$ cat src/rtl/last_note_priority_stack_macros.svh
// Assertion macros for the last-note-priority stack.
// Included by the top level; empty when SYNTHESIS is defined.
`ifndef LAST_NOTE_PRIORITY_STACK_MACROS_SVH
`define LAST_NOTE_PRIORITY_STACK_MACROS_SVH

`ifndef SYNTHESIS
`define LNPS_ASSERT_IMP(lbl, clk, rst_n, ante, cons) \
    lbl: assert property (@(posedge clk) disable iff (!(rst_n)) (ante) |-> (cons)) \
        else $error("lnps: assertion failed");
`define LNPS_ASSERT_NXT(lbl, clk, rst_n, ante, cons) \
    lbl: assert property (@(posedge clk) disable iff (!(rst_n)) (ante) |=> (cons)) \
        else $error("lnps: assertion failed");
`else
`define LNPS_ASSERT_IMP(lbl, clk, rst_n, ante, cons)
`define LNPS_ASSERT_NXT(lbl, clk, rst_n, ante, cons)
`endif

`endif

$ cat src/rtl/lnps_pkg.sv
// Shared constants, codes and types of the last-note-priority stack.
// No dependencies; used by every other file of the block but the assertion macros.
`default_nettype none

package lnps_pkg;

    localparam int CHANNELS_DEF = 2;
    localparam int NOTE_SLOTS   = 128;
    localparam int LINK_SPAN    = 256;

    localparam int KIND_W    = 2;
    localparam int NOTE_W    = 7;
    localparam int VEL_W     = 7;
    localparam int SLOT_W    = 8;
    localparam int CFG_IDX_W = 2;

    localparam logic [SLOT_W-1:0] SENTINEL = 8'd128;

    localparam logic [KIND_W-1:0] KIND_NOTE_ON  = 2'd0;
    localparam logic [KIND_W-1:0] KIND_NOTE_OFF = 2'd1;
    localparam logic [KIND_W-1:0] KIND_ALL_OFF  = 2'd2;
    localparam logic [KIND_W-1:0] KIND_QUERY    = 2'd3;

    localparam logic [CFG_IDX_W-1:0] REG_CH0_LOWEST  = 2'd0;
    localparam logic [CFG_IDX_W-1:0] REG_CH0_HIGHEST = 2'd1;
    localparam logic [CFG_IDX_W-1:0] REG_CH1_LOWEST  = 2'd2;
    localparam logic [CFG_IDX_W-1:0] REG_CH1_HIGHEST = 2'd3;

    localparam logic [NOTE_W-1:0] RST_LOWEST  = 7'd0;
    localparam logic [NOTE_W-1:0] RST_HIGHEST = 7'd127;

    typedef enum logic [2:0] {
        S_CLEAR,
        S_IDLE,
        S_DECIDE,
        S_PUSH,
        S_SWEEP,
        S_FETCH,
        S_RESULT
    } t_state;

    typedef struct packed {
        logic latch;
        logic decide;
        logic push;
        logic clear_wr;
        logic sweep_wr;
        logic cnt_clr;
        logic cnt_inc;
        logic load_out;
    } t_cmd;

    typedef struct packed {
        logic clear_done;
        logic sweep_done;
        logic all_off;
        logic need_push;
        logic out_free;
    } t_sts;

endpackage

`default_nettype wire

$ cat src/rtl/lnps_ctrl.sv
// Sequencer of the stack: clearing pass, event decode, link update, held sweep, result.
// Depends on lnps_pkg for the state, command and status types.
`default_nettype none

module lnps_ctrl (
    input  wire logic           i_clk,
    input  wire logic           i_rst_n,
    input  wire logic           i_in_valid,
    output logic                o_in_ready,
    input  wire lnps_pkg::t_sts i_sts,
    output lnps_pkg::t_cmd      o_cmd
);

    lnps_pkg::t_state r_state;
    lnps_pkg::t_state n_state;

    always_ff @(posedge i_clk) begin
        if (!i_rst_n) begin
            r_state <= lnps_pkg::S_CLEAR;
        end else begin
            r_state <= n_state;
        end
    end

    always_comb begin
        n_state = r_state;
        case (r_state)
            lnps_pkg::S_CLEAR: begin
                if (i_sts.clear_done) n_state = lnps_pkg::S_IDLE;
            end
            lnps_pkg::S_IDLE: begin
                if (i_in_valid) n_state = lnps_pkg::S_DECIDE;
            end
            lnps_pkg::S_DECIDE: begin
                if (i_sts.all_off) begin
                    n_state = lnps_pkg::S_SWEEP;
                end else if (i_sts.need_push) begin
                    n_state = lnps_pkg::S_PUSH;
                end else begin
                    n_state = lnps_pkg::S_FETCH;
                end
            end
            lnps_pkg::S_PUSH: begin
                n_state = lnps_pkg::S_FETCH;
            end
            lnps_pkg::S_SWEEP: begin
                if (i_sts.sweep_done) n_state = lnps_pkg::S_FETCH;
            end
            lnps_pkg::S_FETCH: begin
                n_state = lnps_pkg::S_RESULT;
            end
            lnps_pkg::S_RESULT: begin
                if (i_sts.out_free) n_state = lnps_pkg::S_IDLE;
            end
            default: begin
                n_state = lnps_pkg::S_CLEAR;
            end
        endcase
    end

    always_comb begin
        o_cmd      = '0;
        o_in_ready = 1'b0;
        case (r_state)
            lnps_pkg::S_CLEAR: begin
                o_cmd.clear_wr = 1'b1;
                o_cmd.cnt_inc  = 1'b1;
            end
            lnps_pkg::S_IDLE: begin
                o_in_ready  = 1'b1;
                o_cmd.latch = i_in_valid;
            end
            lnps_pkg::S_DECIDE: begin
                o_cmd.decide  = 1'b1;
                o_cmd.cnt_clr = 1'b1;
            end
            lnps_pkg::S_PUSH: begin
                o_cmd.push = 1'b1;
            end
            lnps_pkg::S_SWEEP: begin
                o_cmd.sweep_wr = 1'b1;
                o_cmd.cnt_inc  = 1'b1;
            end
            lnps_pkg::S_RESULT: begin
                o_cmd.load_out = i_sts.out_free;
            end
            default: begin
                o_cmd = '0;
            end
        endcase
    end

endmodule

`default_nettype wire

$ cat config.mk
export PLATFORM = sky130hd
export DESIGN_NAME = lnps_ctrl
export DESIGN_NICKNAME = d
export VERILOG_FILES = /design/src/rtl/last_note_priority_stack_macros.svh /design/src/rtl/lnps_pkg.sv /design/src/rtl/lnps_ctrl.sv
export SDC_FILE = /design/constraint.sdc
export NUM_CORES = 1
export LEC_CHECK = 0
export CAP_MARGIN = 20
export CORE_AREA = 2 2 39 41
export DETAILED_ROUTE_END_ITERATION = 7
export DIE_AREA = 0 0 41 43
export DONT_BUFFER_PORTS = 1
export GPL_TIMING_DRIVEN = 0
export PLACE_DENSITY_LB_ADDON = 0.25
export SYNTH_ARGS = -nofsm -noshare
export SYNTH_HDL_FRONTEND = slang
export SYNTH_SLANG_ARGS = --single-unit
$ cat constraint.sdc
create_clock -name i_clk -period 1 [get_ports i_clk]
set_input_delay 0.25 -clock i_clk [delete_from_list [all_inputs] [get_ports i_clk]]
set_output_delay 0.25 -clock i_clk [all_outputs]
set_load 0.005 [all_outputs]
==> results of run 1 <==
## synth_stat cells
cell type	number	area share
inv_1	2	0.026
and3_2	2	0.053
dfxtp_1	3	0.21
and2_2	1	0.026
o211ai_1	1	0.026
nor3_1	4	0.070
a21oi_1	1	0.018
buf_2	1	0.018
nor2_1	4	0.053
a221oi_2	1	0.053
mux2i_1	1	0.035
nand2_1	1	0.013
o21ai_1	1	0.018
nand2b_1	1	0.022
and2_1	1	0.022
o21ai_0	3	0.053
or2b_1	1	0.026
buf_6	2	0.079
and2b_1	1	0.026
a31oi_1	1	0.022
buf_4	1	0.026
nor4_1	1	0.022
and2b_2	1	0.031
nor3b_1	1	0.026
and3_1	1	0.022
## metrics by stage
stage / area, um^2 / hold WS, ns
after floorplan: 294.0 / 0.3661
after global placement: 314.1 / 0.3881
after detailed placement: 314.1 / 0.3821
after CTS: 442.9 / 0.1306
after global routing: 462.9 / 0.1570
final: 462.9 / 0.1386
## cells by family (layout without fill, tap and decap cells)
family                 after synthesis  count (layout)  share of synthesized area
and+or+nand+nor                     20              20                     0.4142
muxes                                1               1                    0.03524
AOI/OAI and AO/OA                    8               8                     0.1894
buffers and inverters                6              19                     0.1498
DFF                                  3               3                     0.2115
## what timing repair did
| action | 4_1_cts | 5_1_grt |
|---|---|---|
| endpoints found under the setup margin | 10 | 12 |
| gates resized for setup | 13 | 3 |
| setup buffers | 8 | 1 |
| pin swaps | 7 | 3 |
## worst max-delay path, delay by kind of cell (launching register included)
kind	cells	cell delay (ns)
buf+inv	1	0.11
flops	1	0.31
simple gates	2	0.37
## final cells by class
cell class | instances | share of cell area
plain buffers | 4 | 0.1054
clock buffers | 4 | 0.05676
inverters | 2 | 0.01622
multi-input cells | 29 | 0.4946
flip-flops and latches | 3 | 0.1378
well taps | 16 | 0.04324
repair buffers | 9 | 0.1459
## per-layer routing
| metal | share of wire | global-route usage | up-vias |
|---|---|---|---|
| met1 | 0.38 | 0.08065 | 155 |
| met3 | 0.065 | 0.04712 | 0 |
| li1 | - | - | 157 |
| met4 | 0 | 0.08000 | 0 |
| met2 | 0.56 | 0.1750 | 12 |
| met5 | 0 | 0 | - |
## power by group
group / internal [mW] / total [mW] / switching (mW)
Combinational: 0.147 / 0.260 / 0.113
Clock: 0.149 / 0.206 / 0.0565
Sequential: 0.135 / 0.142 / 0.00669
Total: 0.431 / 0.608 / 0.176
## how the worst max path moves through the flow
stage | start | endpoint | slack, ns
after floorplan | r_state[0]$_SDFFE_PN0P_ | o_cmd[6] | -0.04
after detailed placement | r_state[0]$_SDFFE_PN0P_ | o_cmd[6] | -0.09
after CTS | r_state[0]$_SDFFE_PN0P_ | o_cmd[6] | -0.28
final | r_state[0]$_SDFFE_PN0P_ | o_cmd[6] | -0.26
after global placement | r_state[1]$_SDFFE_PN0P_ | o_cmd[7] | -0.09
after global routing | r_state[0]$_SDFFE_PN0P_ | o_cmd[6] | -0.31
## layout by cell type (no fill, tap or decap), types with 2 or more instances in the layout
master / Yosys / final
buf_6: 2 / 3
nor2_4: 0 / 2
clkbuf_4: 0 / 3
nor3_1: 4 / 2
nor3_2: 0 / 2
and2_4: 0 / 2
and3_4: 0 / 2
nor2_1: 4 / 2
o21ai_0: 3 / 3
dfxtp_2: 0 / 3
buf_4: 1 / 9
==> results.ini, run 1 <==
[routing]
drtAntennaViolNets=0
dr.pass1.iters=3
vias=324
drt_iter0_drc=3
via_per_inst=4.836
wl_um=725
drc=0
detail_route.wl_per_cell_um=10.82

[global_routing]
grt_pass1_vias=322
grt_max_degree=9
grt_use_total=0.1025
grt-ovfl-total=0
antenna_found_initial=0
grt_pass1_wl_mm=1.159

[final_layout]
nets=60
n_fill_cell=164
fin_cells=67
largest_register_ffs=3
top_register=r_state
area_growth_pct=63.00
register_area_um2=63.81
largestRegisters=r_state: 3 flops
final_util=0.3345
drive_above_1_share=0.6275
multiInputGateArea_um2=229.0
antennaDiodeCount=0

[min_path]
hold-path-endpoint=r_state[2]$_SDFFE_PN0P_
min_from=i_rst_n
min_path_cells=2
hp-class=in2reg

[sta]
max-slew-margin-rel=0.8377
rsz0062_at_grt=true
hold_viol=0
period_share=1.265
worstMarginPinSlew_ns=0.2416
finalWorstSetupSlack_ns=-0.2647
setup_viol_count_final=12
setup-tns-final_ns=-2.240
fmax_mhz=790.7
min_period_ns=1.265
finClkSkew_ns=0.001356
drv_slew=0

[synth]
syn_nets=46
yosys_register_bits=3
synth.distinct_cells=25
ys_seq_area_frac=0.2115
synth.yosys.warnings=0
syn_avg_cell_area_um2=7.474
synthCells=38
syn_area_um2=284.0

[clock_network]
cts_buffer_depth=2
cts_root_buffer=clkbuf_4
cts_tree=done
cts_buffers=3
cts.hold.buffers_added=0
insertion_delay_ns=0.23
htreeDepth=1
clk_pin_slew_ns=0.04
cts_sinks=3

[critical_path]
critPathKind=reg2out
rr_worst_depth=5
crit_required_ns=0.75
r2r-start=r_state[0]$_SDFFE_PN0P_
critPathCaptureType=output port
r2r_slack_ns=-0.16
cp_max_fo=3
worst_path_max_delay_cell=dfxtp_2
cp_slowest_stage_delay_ns=0.31
crit_chain=and2b_2, and2_4, buf_6
cp-start-kind=flop
worstReg2RegEnd=r_state[1]$_SDFFE_PN0P_
cp.arrival_ns=1.01

[floorplanning]
start_util=0.2052
die_x_um=41
io_pins=17
core_um2=1384
die_y_um=43
die_area_um2=1763
num_rows=14

[outcome]
violations=negative setup slack
status=finished with violations

[placement]
dp_hpwl_um=530.4
place_ws_ns=-0.09135
place_congestion=0.6290
portBuffers=0
dp_cells=54

[job]
drv_cap=0

[pwr]
p_leak_nw=0.2030
ir_worst_vdd_mv=0.3598
power.total_mw=0.6076
p_per_area_nw_per_um2=1312

(Power assumes the default switching activity.)
==> run 2, diff against run 1 <==
--- a/config.mk
+++ b/config.mk
@@ -5,8 +5,10 @@
 export SDC_FILE = /design/constraint.sdc
 export NUM_CORES = 1
 export LEC_CHECK = 0
+export ABC_AREA = 1
 export CAP_MARGIN = 20
 export CORE_AREA = 2 2 39 41
+export CTS_CLUSTER_DIAMETER = 200
 export DETAILED_ROUTE_END_ITERATION = 7
 export DIE_AREA = 0 0 41 43
 export DONT_BUFFER_PORTS = 1
==> results.ini, run 2 <==
[outcome]
status=finished with violations
violations=negative setup slack

[synth]
yosys_register_bits=3
syn_avg_cell_area_um2=5.415
ys_seq_area_frac=0.1733
syn_nets=72
syn_area_um2=346.6
yosys-top-cells-area=dfxtp_1 17%, inv_1 14%, nor2_1 14%
synth.yosys.warnings=0
synthCells=64
synth_top_area_frac=0.1733
synthArstFlopShare=0
synth.distinct_cells=15
yosysTopAreaCell=dfxtp_1
netlist_top_cells_count=13 x inv_1, 13 x nor2_1, 11 x nand2_1
synth-edff-count=0
yosys_most_used_dff=dfxtp_1

[pwr]
ir_worst_vdd_mv=0.9413
p_leak_nw=0.3150
power.total_mw=2.057
p_per_area_nw_per_um2=3382

[sta]
period_share=1.246
finalWorstSetupSlack_ns=-0.2460
worstMarginPinSlew_ns=0.1939
setup_viol_count_final=12
hold_viol=0
fmax_mhz=802.6
drv_slew=0
finClkSkew_ns=0.004643
rsz0062_at_grt=true
min_period_ns=1.246
max-slew-margin-rel=0.8704

[final_layout]
antennaDiodeCount=0
area_growth_pct=75.45
multiInputGateArea_um2=299.0
n_fill_cell=147
nets=90
final_util=0.4394
final_cell_mix=12 x buf_4, 10 x inv_1, 9 x nor2_1
register_area_um2=71.32
largest_register_ffs=3
drive_above_1_share=0.5802
layout_commonest_cell=buf_4
top_register=r_state
largestRegisters=r_state: 3 flops

[critical_path]
critPathCaptureType=output port
cp_max_fo=6
rr_worst_depth=7
critPathKind=reg2out
crit_required_ns=0.75
cp-start-kind=flop
cp.arrival_ns=1.00
r2r_slack_ns=-0.22

[routing]
drc=0
drtAntennaViolNets=0
dr.pass1.iters=3
drt_iter0_drc=2
via_per_inst=4.464
detail_route.wl_per_cell_um=10.48
wl_mm=1.017
vias=433

[clock_network]
cts_sinks=3
cts_root_buffer=clkbuf_4
cts_tree=done
cts_buffer_depth=2
htreeDepth=1
cts.hold.buffers_added=0
cts_buffers=3
insertion_delay_ns=0.24
clk_pin_slew_ns=0.03

[floorplanning]
die_area_um2=1763
core_um2=1384
start_util=0.2505
die_x_um=41
die_y_um=43
io_pins=17
num_rows=14

[placement]
dp_hpwl_um=608.3
place_congestion=0.7177
portBuffers=0

[min_path]
hp-class=in2reg
min_path_cells=2

[global_routing]
grt-ovfl-total=0
grt_max_degree=9
grt_pass1_vias=399
antenna_found_initial=0
grt_pass1_wl_mm=1.538
grt_use_total=0.1304

[job]
drv_cap=0

==> run 2: changes by cell type after synthesis, sizes merged, moves of 3 or more <==
| cell | previous run | this run |
|---|---|---|
| inv | 2 | 16 |
| nand2 | 1 | 13 |
| nor2 | 4 | 16 |
| nand3 | 0 | 10 |
| nor3 | 4 | 0 |
| and3 | 3 | 0 |
| o21ai | 4 | 1 |
==> run 2: critical path, cell delays in order, from the launching register on <==
cell,delay [ns]
dfxtp_4,0.39
inv_4,0.05
nor2_4,0.10
nand2_2,0.06
inv_2,0.06
buf_4,0.10
==> run 2: worst paths after layout <==
path                                         startpoint                 endpoint
worst min-delay path                            i_rst_n  r_state[1]$_SDFFE_PN0P_
worst max register to register  r_state[1]$_SDFFE_PN0P_  r_state[2]$_SDFFE_PN0P_
worst min register to register  r_state[0]$_SDFFE_PN0P_  r_state[0]$_SDFFE_PN0P_
worst max-delay path            r_state[1]$_SDFFE_PN0P_                 o_cmd[6]
==> run 2: logic make-up (layout without fill, tap and decap cells) <==
logic type	after synthesis	after routing	synth area share
AND/OR/NAND/NOR	40	40	0.5560
buffers and inverters	18	35	0.2274
AO/OA/AOI/OAI	3	3	0.04331
flip-flops	3	3	0.1733
==> run 2: metrics by stage <==
| step | cells | TNS [ns] | instance area, um^2 | hold slack, ns | worst slack [ns] |
|---|---|---|---|---|---|
| after detailed placement | 80 | -0.4943 | 377.9 | 0.3748 | -0.1120 |
| after global placement | 80 | -0.4823 | 377.9 | 0.3764 | -0.1341 |
| after CTS | 96 | -2.476 | 560.5 | 0.1411 | -0.2850 |
| after floorplan | 64 | -0.1170 | 357.8 | 0.3631 | -0.04886 |
| final | 97 | -2.366 | 608.1 | 0.1320 | -0.2460 |
| after global routing | 97 | -3.077 | 608.1 | 0.1315 | -0.3186 |
==> run 2: timing repair <==
action                     in CTS  in global routing
setup endpoints to repair      12                 12
resized for setup              19                 13
pin swaps                      11                 12
setup buffers                  12                  3
==> run 2: report_power, final <==
part / switching, mW / internal, mW / leakage [nW] / total, mW
Combinational: 0.758 / 0.702 / 0.273 / 1.46
Clock: 0.0662 / 0.150 / 0.0150 / 0.216
Sequential: 0.169 / 0.211 / 0.0267 / 0.380
==> run 2: per-layer routing <==
layer	track usage	part of all wire
met5	0	0
met4	0.08000	0.014
met3	0.04188	0.056
met2	0.1969	0.51
met1	0.1506	0.41
==> run 2: final cells by class <==
cell class | instances | area share
timing repair buffer | 14 | 0.1914
tap | 16 | 0.03292
buffer | 1 | 0.01235
clock buffer | 4 | 0.04321
inverter | 16 | 0.1111
sequential | 3 | 0.1173
multi-input combinational | 43 | 0.4918
